## src/rtl/pat_pkg.sv

```systemverilog
// Shared types and constants for the pending acknowledgement table.
package pat_pkg;

    // Field widths
    localparam int OPCODE_W = 2;
    localparam int OID_W    = 32;
    localparam int GEN_W    = 64;
    localparam int TIME_W   = 64;
    localparam int STATUS_W = 3;
    localparam int COUNT_W  = 5;

    // Default table depth
    localparam int DEFAULT_ENTRIES = 16;

    // Opcodes (code three behaves as a lookup)
    localparam logic [OPCODE_W-1:0] OP_REGISTER = 2'd0;
    localparam logic [OPCODE_W-1:0] OP_REMOVE   = 2'd1;
    localparam logic [OPCODE_W-1:0] OP_LOOKUP   = 2'd2;

    // Result status codes
    localparam logic [STATUS_W-1:0] ST_ADDED     = 3'd0;
    localparam logic [STATUS_W-1:0] ST_REFRESHED = 3'd1;
    localparam logic [STATUS_W-1:0] ST_REMOVED   = 3'd2;
    localparam logic [STATUS_W-1:0] ST_NOT_FOUND = 3'd3;
    localparam logic [STATUS_W-1:0] ST_FOUND     = 3'd4;
    localparam logic [STATUS_W-1:0] ST_FULL      = 3'd5;

    // Write request into the entry store
    typedef struct packed {
        logic key_we;   // write output id and generation
        logic time_we;  // write creation time
    } wr_req_t;

endpackage

```

## src/rtl/pending_ack_table.sv

```systemverilog
// Top level of the pending acknowledgement table: sequencer, valid bits and result register.
// Each transaction (start high while busy is low) scans all ENTRIES slots through one
// registered read port and one shared 96-bit key comparator, one slot per cycle, then
// applies the update in a final apply state. The result appears on status, age_time and
// entry_count with done high for exactly one cycle; busy drops in that same cycle. A new
// transaction is taken only once the last one has been answered. The receiver cannot stall:
// the result is shown once and must be captured while done is high. A register of a new
// key on a full table changes nothing and reports full. Reset empties the table at once.
module pending_ack_table #(
    parameter int ENTRIES = pat_pkg::DEFAULT_ENTRIES
) (
    input  logic                              clk,
    input  logic                              rst_n,
    input  logic                              start,
    output logic                              busy,
    input  logic [pat_pkg::OPCODE_W-1:0]      opcode,
    input  logic [pat_pkg::OID_W-1:0]         dest_id,
    input  logic [pat_pkg::GEN_W-1:0]         generation,
    input  logic signed [pat_pkg::TIME_W-1:0] now_time,
    output logic                              done,
    output logic [pat_pkg::STATUS_W-1:0]      status,
    output logic signed [pat_pkg::TIME_W-1:0] age_time,
    output logic [pat_pkg::COUNT_W-1:0]       entry_count
);
    import pat_pkg::*;

    localparam int IDX_W = (ENTRIES > 1) ? $clog2(ENTRIES) : 1;
    localparam int CNT_W = IDX_W + 1;
    localparam int VC_W  = $clog2(ENTRIES + 1);
    localparam logic [IDX_W-1:0] LAST_IDX = IDX_W'(ENTRIES - 1);

    localparam logic [1:0] S_IDLE  = 2'd0;
    localparam logic [1:0] S_SCAN  = 2'd1;
    localparam logic [1:0] S_APPLY = 2'd2;

    // Control state
    logic [1:0]         state_reg, state_next;
    logic [CNT_W-1:0]   cnt_reg, cnt_next;
    logic               pend_reg, pend_next;
    logic               hit_reg, hit_next;
    logic               free_reg, free_next;
    logic [ENTRIES-1:0] valid_reg, valid_next;
    logic [VC_W-1:0]    count_reg, count_next;
    logic               done_reg, done_next;

    // Payload
    logic [IDX_W-1:0]         cmp_idx_reg, cmp_idx_next;
    logic [IDX_W-1:0]         hit_idx_reg, hit_idx_next;
    logic [IDX_W-1:0]         free_idx_reg, free_idx_next;
    logic [TIME_W-1:0]        created_reg, created_next;
    logic [OPCODE_W-1:0]      op_reg;
    logic [OID_W-1:0]         oid_reg;
    logic [GEN_W-1:0]         gen_reg;
    logic signed [TIME_W-1:0] now_reg;
    logic [STATUS_W-1:0]      status_reg, status_next;
    logic signed [TIME_W-1:0] age_reg, age_next;

    // Store interface
    wr_req_t           wr;
    logic [IDX_W-1:0]  waddr;
    logic              rd_en;
    logic [IDX_W-1:0]  raddr;
    logic [OID_W-1:0]  rd_output;
    logic [GEN_W-1:0]  rd_generation;
    logic [TIME_W-1:0] rd_created;

    logic accept;
    logic key_eq;
    logic slot_valid;
    logic positive;

    assign accept = start && (state_reg == S_IDLE);

    pat_store #(
        .ENTRIES (ENTRIES),
        .IDX_W   (IDX_W)
    ) u_store (
        .clk           (clk),
        .wr            (wr),
        .waddr         (waddr),
        .wr_output     (oid_reg),
        .wr_generation (gen_reg),
        .wr_created    (now_reg),
        .rd_en         (rd_en),
        .raddr         (raddr),
        .rd_output     (rd_output),
        .rd_generation (rd_generation),
        .rd_created    (rd_created)
    );

    // Shared key comparator on the slot read last cycle
    assign key_eq     = (rd_output == oid_reg) && (rd_generation == gen_reg);
    assign slot_valid = valid_reg[cmp_idx_reg];
    assign positive   = (created_reg != '0) && !created_reg[TIME_W-1];

    // Sequencer
    always_comb
    begin
        state_next    = state_reg;
        cnt_next      = cnt_reg;
        pend_next     = 1'b0;
        hit_next      = hit_reg;
        free_next     = free_reg;
        valid_next    = valid_reg;
        count_next    = count_reg;
        done_next     = 1'b0;
        cmp_idx_next  = cmp_idx_reg;
        hit_idx_next  = hit_idx_reg;
        free_idx_next = free_idx_reg;
        created_next  = created_reg;
        status_next   = status_reg;
        age_next      = age_reg;
        wr            = '0;
        waddr         = hit_idx_reg;
        rd_en         = 1'b0;
        raddr         = cnt_reg[IDX_W-1:0];

        unique case (state_reg)
            S_IDLE:
            begin
                if (accept)
                begin
                    state_next = S_SCAN;
                    cnt_next   = '0;
                    hit_next   = 1'b0;
                    free_next  = 1'b0;
                end
            end

            S_SCAN:
            begin
                // issue one slot read per cycle
                if (cnt_reg < CNT_W'(ENTRIES))
                begin
                    rd_en        = 1'b1;
                    pend_next    = 1'b1;
                    cmp_idx_next = cnt_reg[IDX_W-1:0];
                    cnt_next     = cnt_reg + CNT_W'(1);
                end
                // compare the slot read last cycle; first match and first free slot win
                if (pend_reg)
                begin
                    if (!hit_reg && slot_valid && key_eq)
                    begin
                        hit_next     = 1'b1;
                        hit_idx_next = cmp_idx_reg;
                        created_next = rd_created;
                    end
                    if (!free_reg && !slot_valid)
                    begin
                        free_next     = 1'b1;
                        free_idx_next = cmp_idx_reg;
                    end
                    if (cmp_idx_reg == LAST_IDX)
                    begin
                        state_next = S_APPLY;
                    end
                end
            end

            S_APPLY:
            begin
                state_next = S_IDLE;
                done_next  = 1'b1;
                age_next   = '0;
                unique case (op_reg)
                    OP_REGISTER:
                    begin
                        if (hit_reg)
                        begin
                            wr.time_we  = 1'b1;
                            status_next = ST_REFRESHED;
                        end
                        else if (free_reg)
                        begin
                            wr.key_we                = 1'b1;
                            wr.time_we               = 1'b1;
                            waddr                    = free_idx_reg;
                            valid_next[free_idx_reg] = 1'b1;
                            count_next               = count_reg + VC_W'(1);
                            status_next              = ST_ADDED;
                        end
                        else
                        begin
                            status_next = ST_FULL;
                        end
                    end
                    OP_REMOVE:
                    begin
                        if (hit_reg)
                        begin
                            valid_next[hit_idx_reg] = 1'b0;
                            count_next              = count_reg - VC_W'(1);
                            status_next             = ST_REMOVED;
                        end
                        else
                        begin
                            status_next = ST_NOT_FOUND;
                        end
                    end
                    default:
                    begin
                        // lookup, also for the unused opcode
                        if (hit_reg)
                        begin
                            status_next = ST_FOUND;
                            age_next    = positive ? (now_reg - $signed(created_reg))
                                                   : -64'sd1;
                        end
                        else
                        begin
                            status_next = ST_NOT_FOUND;
                            age_next    = -64'sd1;
                        end
                    end
                endcase
            end

            default:
            begin
                state_next = S_IDLE;
            end
        endcase
    end

    // Control registers
    always_ff @(posedge clk or negedge rst_n)
    begin
        if (!rst_n)
        begin
            state_reg <= S_IDLE;
            cnt_reg   <= '0;
            pend_reg  <= 1'b0;
            hit_reg   <= 1'b0;
            free_reg  <= 1'b0;
            valid_reg <= '0;
            count_reg <= '0;
            done_reg  <= 1'b0;
        end
        else
        begin
            state_reg <= state_next;
            cnt_reg   <= cnt_next;
            pend_reg  <= pend_next;
            hit_reg   <= hit_next;
            free_reg  <= free_next;
            valid_reg <= valid_next;
            count_reg <= count_next;
            done_reg  <= done_next;
        end
    end

    // Payload registers
    always_ff @(posedge clk)
    begin
        cmp_idx_reg  <= cmp_idx_next;
        hit_idx_reg  <= hit_idx_next;
        free_idx_reg <= free_idx_next;
        created_reg  <= created_next;
        status_reg   <= status_next;
        age_reg      <= age_next;
        if (accept)
        begin
            op_reg  <= opcode;
            oid_reg <= dest_id;
            gen_reg <= generation;
            now_reg <= now_time;
        end
    end

    // Outputs
    assign busy        = (state_reg != S_IDLE);
    assign done        = done_reg;
    assign status      = status_reg;
    assign age_time    = age_reg;
    assign entry_count = COUNT_W'(count_reg);

`ifndef SYNTHESIS
    // The count always matches the number of valid slots
    a_count_matches: assert property (@(posedge clk) disable iff (!rst_n)
        $countones(valid_reg) == 32'(count_reg))
        else $error("entry count does not match valid slots");

    // A result is only strobed once the sequencer has gone idle
    a_done_idle: assert property (@(posedge clk) disable iff (!rst_n)
        done_reg |-> !busy)
        else $error("result strobed while busy");

    // Full is reported only with every slot valid
    a_full_only_when_full: assert property (@(posedge clk) disable iff (!rst_n)
        (done_reg && (status_reg == ST_FULL)) |-> (valid_reg == '1))
        else $error("full reported with a free slot");

    // An accepted transaction makes the block busy on the next cycle
    a_accept_busy: assert property (@(posedge clk) disable iff (!rst_n)
        (start && !busy) |=> busy)
        else $error("accepted transaction did not start the scan");
`endif

endmodule

```

## src/rtl/pat_store.sv

```systemverilog
// Entry store: key and creation time per slot, one write and one registered read port.
module pat_store #(
    parameter int ENTRIES = pat_pkg::DEFAULT_ENTRIES,
    parameter int IDX_W   = 4
) (
    input  logic                      clk,
    input  pat_pkg::wr_req_t          wr,
    input  logic [IDX_W-1:0]          waddr,
    input  logic [pat_pkg::OID_W-1:0] wr_output,
    input  logic [pat_pkg::GEN_W-1:0] wr_generation,
    input  logic [pat_pkg::TIME_W-1:0] wr_created,
    input  logic                      rd_en,
    input  logic [IDX_W-1:0]          raddr,
    output logic [pat_pkg::OID_W-1:0] rd_output,
    output logic [pat_pkg::GEN_W-1:0] rd_generation,
    output logic [pat_pkg::TIME_W-1:0] rd_created
);
    import pat_pkg::*;

    logic [OID_W-1:0]  mem_output     [ENTRIES];
    logic [GEN_W-1:0]  mem_generation [ENTRIES];
    logic [TIME_W-1:0] mem_created    [ENTRIES];

    // Write port
    always_ff @(posedge clk)
    begin
        if (wr.key_we)
        begin
            mem_output[waddr]     <= wr_output;
            mem_generation[waddr] <= wr_generation;
        end
        if (wr.time_we)
        begin
            mem_created[waddr] <= wr_created;
        end
    end

    // Registered read port
    always_ff @(posedge clk)
    begin
        if (rd_en)
        begin
            rd_output     <= mem_output[raddr];
            rd_generation <= mem_generation[raddr];
            rd_created    <= mem_created[raddr];
        end
    end

endmodule

```

## config.mk

```make
export PLATFORM = sky130hd
export DESIGN_NAME = pending_ack_table
export DESIGN_NICKNAME = d
export VERILOG_FILES = /design/src/rtl/pat_pkg.sv /design/src/rtl/pending_ack_table.sv /design/src/rtl/pat_store.sv
export SDC_FILE = /design/constraint.sdc
export NUM_CORES = 2
export LEC_CHECK = 0
export BUFFER_PORTS_ARGS = -buffer_cell sky130_fd_sc_hd__buf_2
export CORE_MARGIN = 5
export CORE_UTILIZATION = 47
export DETAILED_ROUTE_END_ITERATION = 10
export HOLD_SLACK_MARGIN = 0.08
export PLACE_DENSITY_LB_ADDON = 0.1
export RECOVER_POWER = 25
export SYNTH_ARGS = -nofsm -noshare
export SYNTH_HDL_FRONTEND = slang
export SYNTH_SLANG_ARGS = --single-unit
```

## constraint.sdc

```tcl
create_clock -name clk -period 9.1 [get_ports clk]
set_input_delay 2.275 -clock clk [delete_from_list [all_inputs] [get_ports clk]]
set_output_delay 2.275 -clock clk [all_outputs]
set_load 0.02 [all_outputs]
```

After elaboration in Yosys (flattened, before gate mapping)
Memories as Yosys holds them, arrays and structs flattened. A register that Yosys moved wholly into a read port is not among the register bits.
Cells that the tools add are included.
{"block": "classes", "addsub": 4, "n_mul": 0, "div": 0, "n_lt_le_gt_ge": 6, "eq_ne": 15, "n_shift": 0, "n_mux": 51, "bitwise": 3, "reduce_logical": 27}
{"cell": "64-bit two-way mux", "count": 2}
{"cell": "64-bit == test", "count": 1}
{"cell": "64-bit nonzero test", "count": 1}
{"cell": "64-bit subtractor", "count": 1}
{"cell": "16-bit two-way mux", "count": 3}
{"cell": "32-bit == test", "count": 1}
{"cell": "16-bit case mux with 2 select lines", "count": 1}
{"cell": "5-bit two-way mux", "count": 5}
{"cell": "5-bit case mux with 2 select lines", "count": 2}
{"cell": "1-bit two-way mux", "count": 18}
{"cell": "2-bit != test (second input constant)", "count": 9}
{"cell": "16-bit AND", "count": 1}
{"cell": "4-bit two-way mux", "count": 4}
{"cell": "16-bit NOT", "count": 1}
{"cell": "16-bit bitwise OR", "count": 1}
{"cell": "4-bit by 5-bit less-than comparator with 1-bit output (second input constant)", "count": 3}
{"cell": "2-bit two-way mux", "count": 6}
{"cell": "3-bit AND reduction", "count": 4}
{"cell": "5-bit by 1-bit adder with 5-bit output (second input constant)", "count": 2}
{"cell": "3-bit two-way mux", "count": 3}
{"cell": "1-bit demux with 4-bit select", "count": 2}
{"cell": "4-bit by 1-bit greater-or-equal comparator with 1-bit output (second input constant)", "count": 2}
{"cell": "1-bit logical AND", "count": 8}
{"cell": "4-bit AND reduction", "count": 2}
{"cell": "15 further kinds", "count": 23}
{"block": "totals", "reg_bits": 337, "latch_bits": 0, "mem_bits_rw": 2560, "mem_bits_ro": 0, "in_bits": 165, "n_memories": 3}
{"memory": "u_store.mem_created", "words": 16, "width": 64, "read_ports": 1, "rd_ports_with_merged_regs": 1, "write_ports": 1, "line": "pat_store.sv:22", "rtl": "logic [TIME_W-1:0] mem_created [ENTRIES];"}
{"memory": "u_store.mem_generation", "words": 16, "width": 64, "read_ports": 1, "rd_ports_with_merged_regs": 1, "write_ports": 1, "line": "pat_store.sv:21", "rtl": "logic [GEN_W-1:0] mem_generation [ENTRIES];"}
{"memory": "u_store.mem_output", "words": 16, "width": 32, "read_ports": 1, "rd_ports_with_merged_regs": 1, "write_ports": 1, "line": "pat_store.sv:20", "rtl": "logic [OID_W-1:0] mem_output [ENTRIES];"}

Longest topological paths before layout
{"block": "logic_depth", "depth_word": 8, "depth_mapped": 12}

By module
From an unflattened synthesis, not the netlist that was laid out.
{"block": "unflattened", "hier_cells": 5589, "area_unflattened_um2": 117655.3}
{"module": "pat_store", "instances": 1, "cells_each": 4216, "area_each_um2": 100848.0}
{"module": "pending_ack_table", "instances": 1, "cells_each": 1373, "area_each_um2": 16807.4}

Worst setup path after synthesis
Ideal clock, no wire load.
{"block": "synth_timing", "kind": "reg2reg", "startpoint": "register state_reg[1]", "endpoint": "register cnt_reg[3]", "setup_ps": 296, "t_arrival_ps": 8505, "path_slack_ps": 298, "path_stages_with_launch": 6, "n_path_buf": 0, "synth_period_minus_slack_ps": 8802, "path_cell_list": "dfrtp_1 nand2b_1 nor2_1 nand4_1 xor2_1 nor2_1"}
{"block": "synth_via", "elab_chain_cells": 4, "word_cells_on_any_way": 8}
{"element": "start, declared", "line": "pending_ack_table.sv:37", "rtl": "logic [1:0] state_reg, state_next;"}
{"element": "start signal, assigned", "line": "pending_ack_table.sv:242", "rtl": "state_reg <= state_next;"}
{"element": "2-bit zero test", "line": "pending_ack_table.sv:72, pending_ack_table.sv:118"}
{"element": "1-bit logical AND", "line": "pending_ack_table.sv:72", "rtl": "assign accept = start && (state_reg == S_IDLE);"}
{"element": "2-bit != test (no line)"}
{"element": "3-bit AND reduction (no line)"}
{"element": "end signal, assigned", "line": "pending_ack_table.sv:243", "rtl": "cnt_reg <= cnt_next;"}
{"element": "end, declared", "line": "pending_ack_table.sv:38", "rtl": "logic [CNT_W-1:0] cnt_reg, cnt_next;"}
Several ways; a longest one is shown, not always the timed one.
A chain may end at the register's enable or synchronous reset.

Worst setup path after layout
{"block": "layout_timing", "startpoint": "register oid_reg[24]", "endpoint": "register created_reg[9], enable pin"}
{"block": "layout_via", "elab_chain_cells": 4}
{"element": "start, declared", "line": "pending_ack_table.sv:52", "rtl": "logic [OID_W-1:0] oid_reg;"}
{"element": "start signal, assigned", "line": "pending_ack_table.sv:265", "rtl": "oid_reg <= dest_id;"}
{"element": "32-bit == test", "line": "pending_ack_table.sv:92", "rtl": "assign key_eq = (rd_output == oid_reg) && (rd_generation == gen_reg);"}
{"element": "1-bit logical AND", "line": "pending_ack_table.sv:92"}
{"element": "1-bit logical AND", "line": "pending_ack_table.sv:143", "rtl": "if (!hit_reg && slot_valid && key_eq)"}
{"element": "3-bit AND reduction (no line)"}
{"element": "end signal, assigned", "line": "pending_ack_table.sv:259", "rtl": "created_reg <= created_next;"}
{"element": "end, declared", "line": "pending_ack_table.sv:50", "rtl": "logic [TIME_W-1:0] created_reg, created_next;"}
Every way passes these cells.

==> summary.txt <==
pin count of the biggest net entering global routing: 131
Ports: 239
switching share of power: 23.77%
post-route antenna net violation count: 0
Post-CTS Hold Fix Bufs: 0
total CTS buffers: 331
warnings from Yosys: 0
PostCTS Resize Cnt: 0
GRT Total Usage: 22.69%
port buffer count: 238
CP max stage cell: buf_4
final setup TNS: 0 ps
clk buf depth: 4
layout cells sized above 1: 28.41%
CP Data Required Time: 9600 ps
final wirelength: 295300 um
vias: 54.59k
final-stage net count: 5810
Worst-Skew Late Latency: 950 ps
Core ar.: 0.2487 mm^2
row count: 183
Post-synth ARST share: 1.047%
Avg Cell Area, Syn: 22.85 um^2
vias in the first global route: 57.02k
initial core utilization: 47.20%
most frequent cells after synthesis: edfxtp_1 (3025), mux4_2 (805), clkbuf_1 (158), a21oi_1 (135), inv_1 (118)
fin area: 0.1332 mm^2
synthesis-stage register bit count: 3057
area of the mapped netlist: 0.1174 mm^2
Hold Fails Final Rpt: 0
Tmin final: 4813 ps
DP Area: 0.1231 mm^2
CP Max Fanout: 68
total iterations of the first detailed-routing run: 5
fillcell total: 19.03k
die width: 509.7 um
Post-Synthesis Net Count: 5370
Top Registers: u_store.mem_created x1024, u_store.mem_generation x1024, u_store.mem_output x512
wire length per cell: 32.28 um
LEAKAGE: 0.04191 uW
peak supply drop: 215.9 uV
Startpoint Class: flop
Cells after Synth: 5136
count leader, synth: edfxtp_1
EDFF count, synth: 3025
# DRC: 0
crit-path cells: xor2_1, nor4_1, nand4_1, nor4_1, nand2_1, nor4_4, buf_4
antenna violations before repair: 19
cell mode on critical path: nor4_1
RSZ-0062 raised after global routing: no
hpwl dp: 154600 um
Top FF cell, synth: edfxtp_1
Multi-input gate area: 0.02465 mm^2
CTS tree: yes
Clock Root Buffer: clkbuf_16
Layout Utilization: 53.58%
Worst Setup End Kind: flop
Detailed Route Iter0 Violations: 5317
Rel. slew slack: 22.00%
dominant cells by area after synthesis: edfxtp_1 (77%), mux4_2 (15%), ha_1 (0.71%)
first-pass GRT wire length: 421700 um
Synth top area share: 77.40%
CTS Sinks: 3057
Sw Pwr: 8206 uW
Yosys top cell by area: edfxtp_1
max incr delay on CP: 930 ps
Die Footprint: 0.2598 mm^2
slew at the pin closest to its max-slew limit: 1170 ps
Worst Hold Class: reg2reg
status: finished, final reports clean
Internal Power: 26320 uW
maximum clock rate: 207.8 MHz
crit share post-route: 52.89%
Place WS: 4251 ps
share of power burned in registers: 45.2%
Clk pin slew, worst setup/hold paths: 60 ps
Slew Limit Fails: 0
postcts setup bufs: 0
global route overflow: 0
Clk network pwr share: 36.8%
critical path class: reg2reg
Placer Congestion: 0.8694
Setup WS post-layout: 4287 ps
sequential fraction of the synthesis area: 78.08%
FF+latch area: 0.09165 mm^2
H-tree depth: 5
max-cap check violation count: 0
final setup violation count: 0
height of the die: 509.7 um
power share of the combinational group: 18.0%
library cells used by synthesis: 78
Post-Route Skew: 66.09 ps
PwrDens: 259.2 mW/mm^2
CP arrival: 5310 ps
vias per cell: 5.967
Layout area overhead: 13.52%
[cells in the final DEF, fill, tap and decap left out, types with 45 or more instances in the layout]
cell type  count
a21oi_1      133
buf_2        238
buf_4         74
clkbuf_1      68
clkbuf_16    333
clkinv_1      63
clkinv_2      52
edfxtp_1    3025
ha_1          67
inv_1        114
mux4_2       805
nand2_1       84
nor2_1        54
o21ai_0       71
xnor2_1       45
xor2_1        83
[cells by family after synthesis]
family | Yosys count | share of synthesized area, %
AO/OA/AOI/OAI | 366 | 2.009
XOR/XNOR | 128 | 0.9553
adder cells (fa/ha/maj) | 69 | 0.7484
buffers and inverters | 346 | 1.151
flip-flops | 3057 | 78.08
multiplexers | 808 | 15.47
AND/OR/NAND/NOR | 362 | 1.578
[area by class of cell]
class	count	share of cell area (%)
Antenna cell	7	0.01315
Clock buffer	401	6.446
Clock inverter	168	1.122
Inverter	118	0.3390
Multi-Input combinational cell	1733	18.50
Sequential cell	3057	68.80
Tap cell	3330	3.127
Timing Repair Buffer	335	1.657
[critical path, delay by kind of cell (launching register included)]
kind	cells	cell delay (ps)
buffers and inverters	1	930
flip-flops	1	650
AND/OR/NAND/NOR	5	2420
XOR/XNOR	1	300
[layer usage]
metal	global-route usage (%)	wire length, um	share of wire [%]	up-vias
met2	38.76	151200	51	1650
met5	0	0	0	-
met3	2.849	13690	4.6	467
li1	-	-	-	22609
met4	5.494	7098	2.4	0
met1	31.50	123300	42	29864
[power groups by stage]
stage / Clock [uW] / Combinational [uW] / Sequential (uW)
3_3_place_gp: 0 / 6370 / 15900
3_5_place_dp: 0 / 6370 / 15900
2_1_floorplan: 0 / 4970 / 15800
4_1_cts: 13000 / 6380 / 15600
6_report: 12700 / 6210 / 15600
5_1_grt: 13600 / 6640 / 15600
[through the flow]
stage                     instances  hold slack [ps]  total power, uW
after floorplan                5136            400.3            20750
after global placement         8573            402.5            22310
after detailed placement       8573            404.5            22300
after CTS                      9142            402.8            35000
after global routing           9144            421.2            35850
final                          9149            407.3            34530
[final timing paths]
path / to / startpoint / depth (start not counted) / slack, ps
max in group asynchronous: cnt_reg[3] / rst_n / 1 / 7010
min: created_reg[42] / u_store.rd_created[42] / 0 / 410
min in group asynchronous: entry_count[4] / rst_n / 1 / 1460
min reg2reg: created_reg[42] / u_store.rd_created[42] / 0 / 410
max reg2reg: created_reg[9] / oid_reg[24] / 7 / 4290
max: created_reg[9] / oid_reg[24] / 7 / 4290
No activity file was read; power rests on OpenSTA's default activity.
